File: src/hdl/sha_pkg.sv
`default_nettype none
package sha_pkg;

  typedef enum logic [3:0] {
    S_IDLE, S_PAD80, S_PADZ, S_LEN, S_LOAD, S_COMP, S_FIN, S_OUT
  } state_t;

  typedef enum logic [1:0] {
    SEL_MSG, SEL_80, SEL_ZERO, SEL_LEN
  } byte_sel_t;

  typedef struct packed {
    logic      shift;
    byte_sel_t sel;
    logic      load;
    logic      round;
    logic      fin;
    logic      init;
    logic [2:0] out_idx;
  } cmd_t;

  typedef struct packed {
    logic [5:0] fill;
    logic       rnd_last;
  } stat_t;

  localparam logic [7:0] PAD_BYTE = 8'h80;
  localparam logic [5:0] LEN_POS  = 6'd56;
  localparam logic [5:0] FILL_END = 6'd63;
  localparam logic [2:0] LAST_IDX = 3'd7;

  localparam logic [255:0] IV = {
    32'h6a09e667, 32'hbb67ae85, 32'h3c6ef372, 32'ha54ff53a,
    32'h510e527f, 32'h9b05688c, 32'h1f83d9ab, 32'h5be0cd19};

  localparam logic [2047:0] KTAB = {
    32'h428a2f98, 32'h71374491, 32'hb5c0fbcf, 32'he9b5dba5,
    32'h3956c25b, 32'h59f111f1, 32'h923f82a4, 32'hab1c5ed5,
    32'hd807aa98, 32'h12835b01, 32'h243185be, 32'h550c7dc3,
    32'h72be5d74, 32'h80deb1fe, 32'h9bdc06a7, 32'hc19bf174,
    32'he49b69c1, 32'hefbe4786, 32'h0fc19dc6, 32'h240ca1cc,
    32'h2de92c6f, 32'h4a7484aa, 32'h5cb0a9dc, 32'h76f988da,
    32'h983e5152, 32'ha831c66d, 32'hb00327c8, 32'hbf597fc7,
    32'hc6e00bf3, 32'hd5a79147, 32'h06ca6351, 32'h14292967,
    32'h27b70a85, 32'h2e1b2138, 32'h4d2c6dfc, 32'h53380d13,
    32'h650a7354, 32'h766a0abb, 32'h81c2c92e, 32'h92722c85,
    32'ha2bfe8a1, 32'ha81a664b, 32'hc24b8b70, 32'hc76c51a3,
    32'hd192e819, 32'hd6990624, 32'hf40e3585, 32'h106aa070,
    32'h19a4c116, 32'h1e376c08, 32'h2748774c, 32'h34b0bcb5,
    32'h391c0cb3, 32'h4ed8aa4a, 32'h5b9cca4f, 32'h682e6ff3,
    32'h748f82ee, 32'h78a5636f, 32'h84c87814, 32'h8cc70208,
    32'h90befffa, 32'ha4506ceb, 32'hbef9a3f7, 32'hc67178f2};

  function automatic logic [31:0] k_of(input logic [5:0] t);
    k_of = KTAB[2047 - 32 * t -: 32];
  endfunction

  function automatic logic [31:0] iv_of(input logic [2:0] i);
    iv_of = IV[255 - 32 * i -: 32];
  endfunction

endpackage
`default_nettype wire

File: src/hdl/sha256_stream_hasher_top.sv
// SHA-256 over a byte stream, one optional byte per input item.
// Each full block is loaded, run through 64 rounds and added into the chaining words.
// Throughput: one item per cycle while filling; input stalls during padding, compression
// and digest readout. End of message: padding is shifted in byte by byte, then
// eight digest words, one per accepted output item. Sync active-low reset restores IV.
`default_nettype none
module sha256_stream_hasher_top
  import sha_pkg::*;
(
  input  wire logic        clk,
  input  wire logic        rst_n,
  input  wire logic        in_tvalid,
  output logic             in_tready,
  input  wire logic [7:0]  in_tdata,   // [7:0] message_byte
  input  wire logic        in_tuser,   // has_byte
  input  wire logic        in_tlast,   // end_of_message
  output logic             out_tvalid,
  input  wire logic        out_tready,
  output logic [31:0]      out_tdata,  // [31:0] digest_word
  output logic [2:0]       out_tuser,  // [2:0] word_index
  output logic             out_tlast   // last_word
);

  cmd_t  cmd;
  stat_t stat;
  logic  in_acc, out_acc;

  assign in_acc  = in_tvalid && in_tready;
  assign out_acc = out_tvalid && out_tready;

  // controller: byte intake, padding sequence, compression and digest readout
  sha_ctrl u_ctrl (
    .clk      (clk),
    .rst_n    (rst_n),
    .in_acc   (in_acc),
    .has_byte (in_tuser),
    .eom      (in_tlast),
    .out_acc  (out_acc),
    .stat     (stat),
    .cmd      (cmd),
    .in_rdy   (in_tready),
    .out_vld  (out_tvalid)
  );

  // datapath: 512-bit block/schedule shift line, round unit, chaining words
  sha_dp u_dp (
    .clk      (clk),
    .rst_n    (rst_n),
    .cmd      (cmd),
    .msg_byte (in_tdata),
    .stat     (stat),
    .digest   (out_tdata)
  );

  assign out_tuser = cmd.out_idx;
  assign out_tlast = (cmd.out_idx == LAST_IDX);

endmodule
`default_nettype wire

File: src/hdl/sha_dp.sv
`default_nettype none
module sha_dp
  import sha_pkg::*;
(
  input  wire logic       clk,
  input  wire logic       rst_n,
  input  wire cmd_t       cmd,
  input  wire logic [7:0] msg_byte,
  output stat_t           stat,
  output logic [31:0]     digest
);

  logic [511:0] w_r;          // block bytes, then rolling schedule; word 0 on top
  logic [31:0]  h_r [8];
  logic [31:0]  v_r [8];
  logic [5:0]   fill_r;
  logic [5:0]   rnd_r;
  logic [60:0]  len_r;
  logic [63:0]  bits;
  logic [7:0]   byte_in;
  logic [31:0]  w0, w1, w9, w14, s0, s1, w_new;
  logic [31:0]  e, a, ch, maj, bs0, bs1, t1, t2;

  assign bits = {len_r, 3'b000};
  assign w0  = w_r[511 -: 32];
  assign w1  = w_r[479 -: 32];
  assign w9  = w_r[223 -: 32];
  assign w14 = w_r[63 -: 32];

  always_comb begin
    case (cmd.sel)
      SEL_MSG:  byte_in = msg_byte;
      SEL_80:   byte_in = PAD_BYTE;
      SEL_ZERO: byte_in = 8'h00;
      default:  byte_in = bits[63 - 8 * fill_r[2:0] -: 8];
    endcase
  end

  always_comb begin
    s0 = {w1[6:0], w1[31:7]} ^ {w1[17:0], w1[31:18]} ^ (w1 >> 3);
    s1 = {w14[16:0], w14[31:17]} ^ {w14[18:0], w14[31:19]} ^ (w14 >> 10);
    w_new = s1 + w9 + s0 + w0;
    a = v_r[0];
    e = v_r[4];
    bs1 = {e[5:0], e[31:6]} ^ {e[10:0], e[31:11]} ^ {e[24:0], e[31:25]};
    bs0 = {a[1:0], a[31:2]} ^ {a[12:0], a[31:13]} ^ {a[21:0], a[31:22]};
    ch  = (e & v_r[5]) ^ (~e & v_r[6]);
    maj = (a & v_r[1]) ^ (a & v_r[2]) ^ (v_r[1] & v_r[2]);
    t1  = v_r[7] + bs1 + ch + k_of(rnd_r) + w0;
    t2  = bs0 + maj;
  end

  always_ff @(posedge clk) begin
    if (!rst_n || cmd.init) begin
      fill_r <= '0;
      len_r  <= '0;
      rnd_r  <= '0;
      for (int i = 0; i < 8; i++) h_r[i] <= iv_of(3'(i));
    end else begin
      if (cmd.shift) begin
        fill_r <= fill_r + 6'd1;
        if (cmd.sel == SEL_MSG) len_r <= len_r + 61'd1;
      end
      if (cmd.load) rnd_r <= '0;
      if (cmd.round) rnd_r <= rnd_r + 6'd1;
      if (cmd.fin) begin
        for (int i = 0; i < 8; i++) h_r[i] <= h_r[i] + v_r[i];
      end
    end
  end

  always_ff @(posedge clk) begin
    if (cmd.shift) w_r <= {w_r[503:0], byte_in};
    else if (cmd.round) w_r <= {w_r[479:0], w_new};
    if (cmd.load) begin
      for (int i = 0; i < 8; i++) v_r[i] <= h_r[i];
    end else if (cmd.round) begin
      v_r[7] <= v_r[6]; v_r[6] <= v_r[5]; v_r[5] <= v_r[4];
      v_r[4] <= v_r[3] + t1;
      v_r[3] <= v_r[2]; v_r[2] <= v_r[1]; v_r[1] <= v_r[0];
      v_r[0] <= t1 + t2;
    end
  end

  assign stat.fill     = fill_r;
  assign stat.rnd_last = (rnd_r == 6'd63);
  assign digest        = h_r[cmd.out_idx];

endmodule
`default_nettype wire

File: src/hdl/sha_ctrl.sv
`default_nettype none
module sha_ctrl
  import sha_pkg::*;
(
  input  wire logic clk,
  input  wire logic rst_n,
  input  wire logic in_acc,
  input  wire logic has_byte,
  input  wire logic eom,
  input  wire logic out_acc,
  input  wire stat_t stat,
  output cmd_t      cmd,
  output logic      in_rdy,
  output logic      out_vld
);

  state_t     state_r, state_nxt, after_r, after_nxt;
  logic [2:0] idx_r, idx_nxt;

  always_ff @(posedge clk) begin
    if (!rst_n) begin
      state_r <= S_IDLE;
      after_r <= S_IDLE;
      idx_r   <= '0;
    end else begin
      state_r <= state_nxt;
      after_r <= after_nxt;
      idx_r   <= idx_nxt;
    end
  end

  // next state
  always_comb begin
    state_nxt = state_r;
    after_nxt = after_r;
    idx_nxt   = idx_r;
    unique case (state_r)
      S_IDLE: if (in_acc) begin
        if (has_byte && stat.fill == FILL_END) begin
          state_nxt = S_LOAD;
          after_nxt = eom ? S_PAD80 : S_IDLE;
        end else if (eom) begin
          state_nxt = S_PAD80;
        end
      end
      S_PAD80: begin
        state_nxt = S_PADZ;
        if (stat.fill == FILL_END) begin
          state_nxt = S_LOAD;
          after_nxt = S_PADZ;
        end
      end
      S_PADZ: begin
        if (stat.fill == LEN_POS) begin
          state_nxt = S_LEN;
        end else if (stat.fill == FILL_END) begin
          state_nxt = S_LOAD;
          after_nxt = S_PADZ;
        end
      end
      S_LEN: if (stat.fill == FILL_END) begin
        state_nxt = S_LOAD;
        after_nxt = S_OUT;
      end
      S_LOAD: state_nxt = S_COMP;
      S_COMP: if (stat.rnd_last) state_nxt = S_FIN;
      S_FIN:  state_nxt = after_r;
      S_OUT: if (out_acc) begin
        idx_nxt = idx_r + 3'd1;
        if (idx_r == LAST_IDX) state_nxt = S_IDLE;
      end
      default: state_nxt = S_IDLE;
    endcase
  end

  // outputs
  always_comb begin
    cmd         = '0;
    cmd.sel     = SEL_MSG;
    cmd.out_idx = idx_r;
    in_rdy      = 1'b0;
    out_vld     = 1'b0;
    unique case (state_r)
      S_IDLE: begin
        in_rdy    = 1'b1;
        cmd.shift = in_acc && has_byte;
      end
      S_PAD80: begin
        cmd.shift = 1'b1;
        cmd.sel   = SEL_80;
      end
      S_PADZ: begin
        cmd.shift = (stat.fill != LEN_POS);
        cmd.sel   = SEL_ZERO;
      end
      S_LEN: begin
        cmd.shift = 1'b1;
        cmd.sel   = SEL_LEN;
      end
      S_LOAD: cmd.load  = 1'b1;
      S_COMP: cmd.round = 1'b1;
      S_FIN:  cmd.fin   = 1'b1;
      S_OUT: begin
        out_vld  = 1'b1;
        cmd.init = out_acc && (idx_r == LAST_IDX);
      end
      default: ;
    endcase
  end

`ifndef ASSERT_OFF
  a_load_comp: assert property (@(posedge clk) disable iff (!rst_n)
    state_r == S_LOAD |=> state_r == S_COMP) else $error("load not followed by rounds");
  a_fin_once: assert property (@(posedge clk) disable iff (!rst_n)
    state_r == S_FIN |=> state_r != S_FIN) else $error("finalize repeated");
  a_len_pos: assert property (@(posedge clk) disable iff (!rst_n)
    state_r == S_LEN |-> stat.fill >= LEN_POS) else $error("length bytes misplaced");
  a_idx_zero: assert property (@(posedge clk) disable iff (!rst_n)
    state_r == S_IDLE |-> idx_r == 3'd0) else $error("digest index not cleared");
`endif

endmodule
`default_nettype wire

File: config.mk
export PLATFORM = sky130hd
export DESIGN_NAME = sha256_stream_hasher_top
export DESIGN_NICKNAME = d
export VERILOG_FILES = /design/src/hdl/sha_pkg.sv /design/src/hdl/sha256_stream_hasher_top.sv /design/src/hdl/sha_dp.sv /design/src/hdl/sha_ctrl.sv
export SDC_FILE = /design/constraint.sdc
export NUM_CORES = 2
export LEC_CHECK = 0
export BUFFER_PORTS_ARGS = -buffer_cell sky130_fd_sc_hd__buf_2
export CAP_MARGIN = 10
export CORE_ASPECT_RATIO = 0.7
export CORE_MARGIN = 4
export CORE_UTILIZATION = 59
export CTS_CLUSTER_DIAMETER = 50
export CTS_CLUSTER_SIZE = 16
export DETAILED_ROUTE_END_ITERATION = 7
export MAX_ROUTING_LAYER = met4
export PLACE_DENSITY_LB_ADDON = 0.05
export SLEW_MARGIN = 20
export SYNTH_ARGS = -nofsm -noshare
export SYNTH_HDL_FRONTEND = slang
export SYNTH_SLANG_ARGS = --single-unit
File: constraint.sdc
create_clock -name clk -period 16.7 [get_ports clk]
set_input_delay 2.505 -clock clk [delete_from_list [all_inputs] [get_ports clk]]
set_output_delay 2.505 -clock clk [all_outputs]
set_load 0.1 [all_outputs]
==> summary.md <==
| Metric | Value |
|---|---|
| Status | `finished, final reports clean` |
| TritonCTS Sinks | `1,110` |
| Final hold vios | `0` |
| Die extent in y | `306 um` |
| Wire per inst | `between 20 and 25 um` |
| Yosys top cell by area | `edfxtp_1` |
| Synth top cells by count | `nand2_1, edfxtp_1, nor2_1` |
| Setup TNS | `0 ns` |
| Routed Wire Length | `228,000 um` |
| Cts hold-fix bufs | `0` |
| DR vias/cell | `around 6` |
| Critical Path AT | `between 10 and 15 ns` |
| Top FF cell, synth | `edfxtp_1` |
| ANT cells | `0` |
| CP max stage cell | `ha_1` |
| Number of synthesized flops with an enable pin | `roughly 1,000` |
| Slew Viols, Final | `0` |
| RSZ-0062 raised after global routing | `no` |
| I/O pins | `between 50 and 60` |
| Layout Skew | `0.0331 ns` |
| Area Overhead vs Synth | `6.94%` |
| # fillers | `~10,000` |
| Max incr delay on CP | `slightly above 0.7 ns` |
| Hpwl dp | `~170,000 um` |
| Vias in the first global route | `~54,000` |
| Post-route ant nets | `0` |
| Via count | `~59,000` |
| Final Critical Period | `about 11 ns` |
| Slew of the pin with the lowest slew margin | `around 1.2 ns` |
| Drt initial violations | `7,599` |
| DRC | `0` |
| Buffers on Ports | `51` |
| GPL Wtd Cong | `just over 1` |
| Crit-path most repeated cell | `inv_1` |
| Maximum clock rate | `around 90 MHz` |
| Core area | `between 0.1 and 0.15 sq mm` |
| Num CTS Buffers | `112` |
| First-pass GRT wire length | `around 340,000 um` |
| Largest net degree at the start of global routing | `roughly 200` |
| Longest Clk Path Bufs | `3` |
| Post-synthesis cell count | `around 8,000` |
| # H-tree levels | `3` |
| Initial antenna violation count | `0` |
| Std-Cell Rows | `around 110` |
| Die X | `434 um` |
| Top-area cell type share of the netlist area | `0.410` |
| Die Area | `between 0.1 and 0.15 sq mm` |
| Syn_nets | `about 8,600` |
| Crit. End Element | `register` |
| Max_slew headroom | `0.202` |
| GRT busiest layer | `met1` |
| Reg clk slew, reported paths | `0.07 ns` |
| Initial Util | `0.594` |
| Finish-stage setup viols | `0` |
| CTS tree | `built` |
| WP data required | `approximately 17 ns` |
| Synth top area cells | `edfxtp_1, nand2_1, ha_1` |
| Max VDD drop | `slightly below 0.00009 V` |
| CP top delay family | `adder cells` |
| Storage cell area | `between 0.03 and 0.04 sq mm` |
| Min-delay worst type | `reg -> reg` |
| Met2 Use GR | `0.424` |
| Crit-path max FO | `21` |
| Pwr dens | `around 83 mW/mm^2` |
| CTS resizes | `0` |
| Asr flop ratio synth | `0` |
| Met1 Use GR | `0.562` |
| Number of synthesized register bits | `around 1,100` |
| Max_cap viols | `0` |
| Worst path buffer plus inverter count | `7` |
| Synthesized area | `0.0749 sq mm` |
| Layout cells sized above 1 | `0.0645` |
| Unique masters post-synth | `97` |
| Final period utilization | `0.649` |
| Root buffer cell | `clkbuf_16` |
| Total track usage | `0.350` |
| Final net count | `between 8,000 and 9,000` |
| Grt total ovfl | `0` |
| Clock Latency Late Sink | `around 0.8 ns` |
| Avg Inst Size Synth | `approximately 9.4 sq um` |
| Seq/Total Area, Yosys | `0.433` |
| Startpoint type of the worst setup path | `register` |
| Area occupied by multi-input gates | `around 0.040 sq mm` |
| WS Path Type | `reg -> reg` |
| Hold WS | `roughly 0.50 ns` |
| LEAKAGE | `between 30 and 40 nW` |
| DRT Pass-1 Iters | `6` |
| Post-CTS Repair Setup Buffers | `0` |
| GR Util met3 | `0.114` |
| Yosys warns | `0` |
| Most numerous cell in the Yosys netlist | `nand2_1` |
sequential cells by signal (all words and copies together), names as in the netlist, named ones only:
name	cells
u_dp.len_r	61
u_ctrl.idx_r	3
u_dp.h_r	256
u_dp.rnd_r	6
u_dp.v_r	256
u_dp.w_r	512
u_ctrl.after_r	3
u_dp.fill_r	6
u_ctrl.state_r	4
worst reg2reg max path: cells and delay by family (launching register included):
family	cells	cell delay, ns
AO/OA/AOI/OAI	14	3.31
multiplexers	1	0.52
buffers and inverters	7	1.03
adder cells (fa/ha/maj)	8	3.63
AND/OR/NAND/NOR	6	1.36
XOR/XNOR	2	0.38
flip-flops	1	0.31
kinds of logic after synthesis:
kind of cell             Yosys count  synth area share
other                              1         0.0000501
multiplexers                     164            0.0366
XOR/XNOR                         618            0.0726
AO/OA/AOI/OAI                   1341             0.112
flip-flops                      1110             0.433
buffers and inverters            784            0.0396
adder cells (fa/ha/maj)          593             0.118
AND/OR/NAND/NOR                 3393             0.187
path summary, 6_finish.rpt:
check	from	to	slack, ns	depth (start not counted)
worst max-delay path	u_dp.rnd_r[1]	u_dp.v_r[0][31]	5.87	38
worst min-delay path	u_dp.fill_r[5]	u_dp.fill_r[5]	0.50	2
worst max register to register	u_dp.rnd_r[1]	u_dp.v_r[0][31]	5.87	38
worst min register to register	u_dp.fill_r[5]	u_dp.fill_r[5]	0.50	2
layout by cell type (no fill, tap or decap), types with 29 or more instances in the layout:
cell type  instances
o21ai_0          379
ha_1             395
mux4_2            83
a21o_1           164
clkbuf_16        114
nand2_1         2430
dfxtp_1           80
o211ai_1          43
nor2_1           418
nand3_1           96
and2_1            31
xnor2_1          387
mux2i_1           29
nor2b_1           50
o21a_1            53
buf_4             72
buf_2             51
xor2_1           229
o21bai_1          46
or3_1             45
nand2b_1          83
nor3_1            85
and3_1            44
inv_1            349
a21oi_1          354
edfxtp_1        1024
mux2_2            52
fa_1             195
a211oi_1          52
routing by layer:
| metal | up-vias | part of all wire |
|---|---|---|
| met1 | 28639 | 0.48 |
| li1 | 27163 | - |
| met3 | 279 | 0.13 |
| met4 | 0 | 0.018 |
| met2 | 2877 | 0.37 |
| met5 | - | 0 |
power breakdown:
| part | total, mW | switching, mW | leakage [nW] | internal [mW] |
|---|---|---|---|---|
| sequential | 3.16 | 0.0579 | 10.2 | 3.11 |
| combinational | 0.851 | 0.529 | 21.1 | 0.322 |
| clock | 2.63 | 1.25 | 1.80 | 1.38 |
| total | 6.65 | 1.84 | 33.1 | 4.81 |
area by class of cell:
type | instances | share of cell area
clock inverters | 81 | 0.0107
multi-input cells | 6110 | 0.494
well taps | 1665 | 0.0260
flip-flops and latches | 1110 | 0.406
clock buffers | 123 | 0.0360
repair buffers | 128 | 0.0113
inverters | 353 | 0.0166
per-stage QoR:
step | cell area, sq um | std cells | setup WS [ns] | util | power (mW)
after floorplan | 74900 | 8004 | 2.96 | - | 3.83
after global placement | 76300 | 9365 | 6.53 | 0.605 | 4.03
after detailed placement | 76300 | 9365 | 6.33 | 0.605 | 4.05
after CTS | 80100 | 9569 | 6.30 | 0.635 | 6.66
after global routing | 80100 | 9570 | 5.66 | 0.635 | 6.88
final | 80100 | 9570 | 5.87 | 0.635 | 6.65
(Power assumes the default switching activity.)
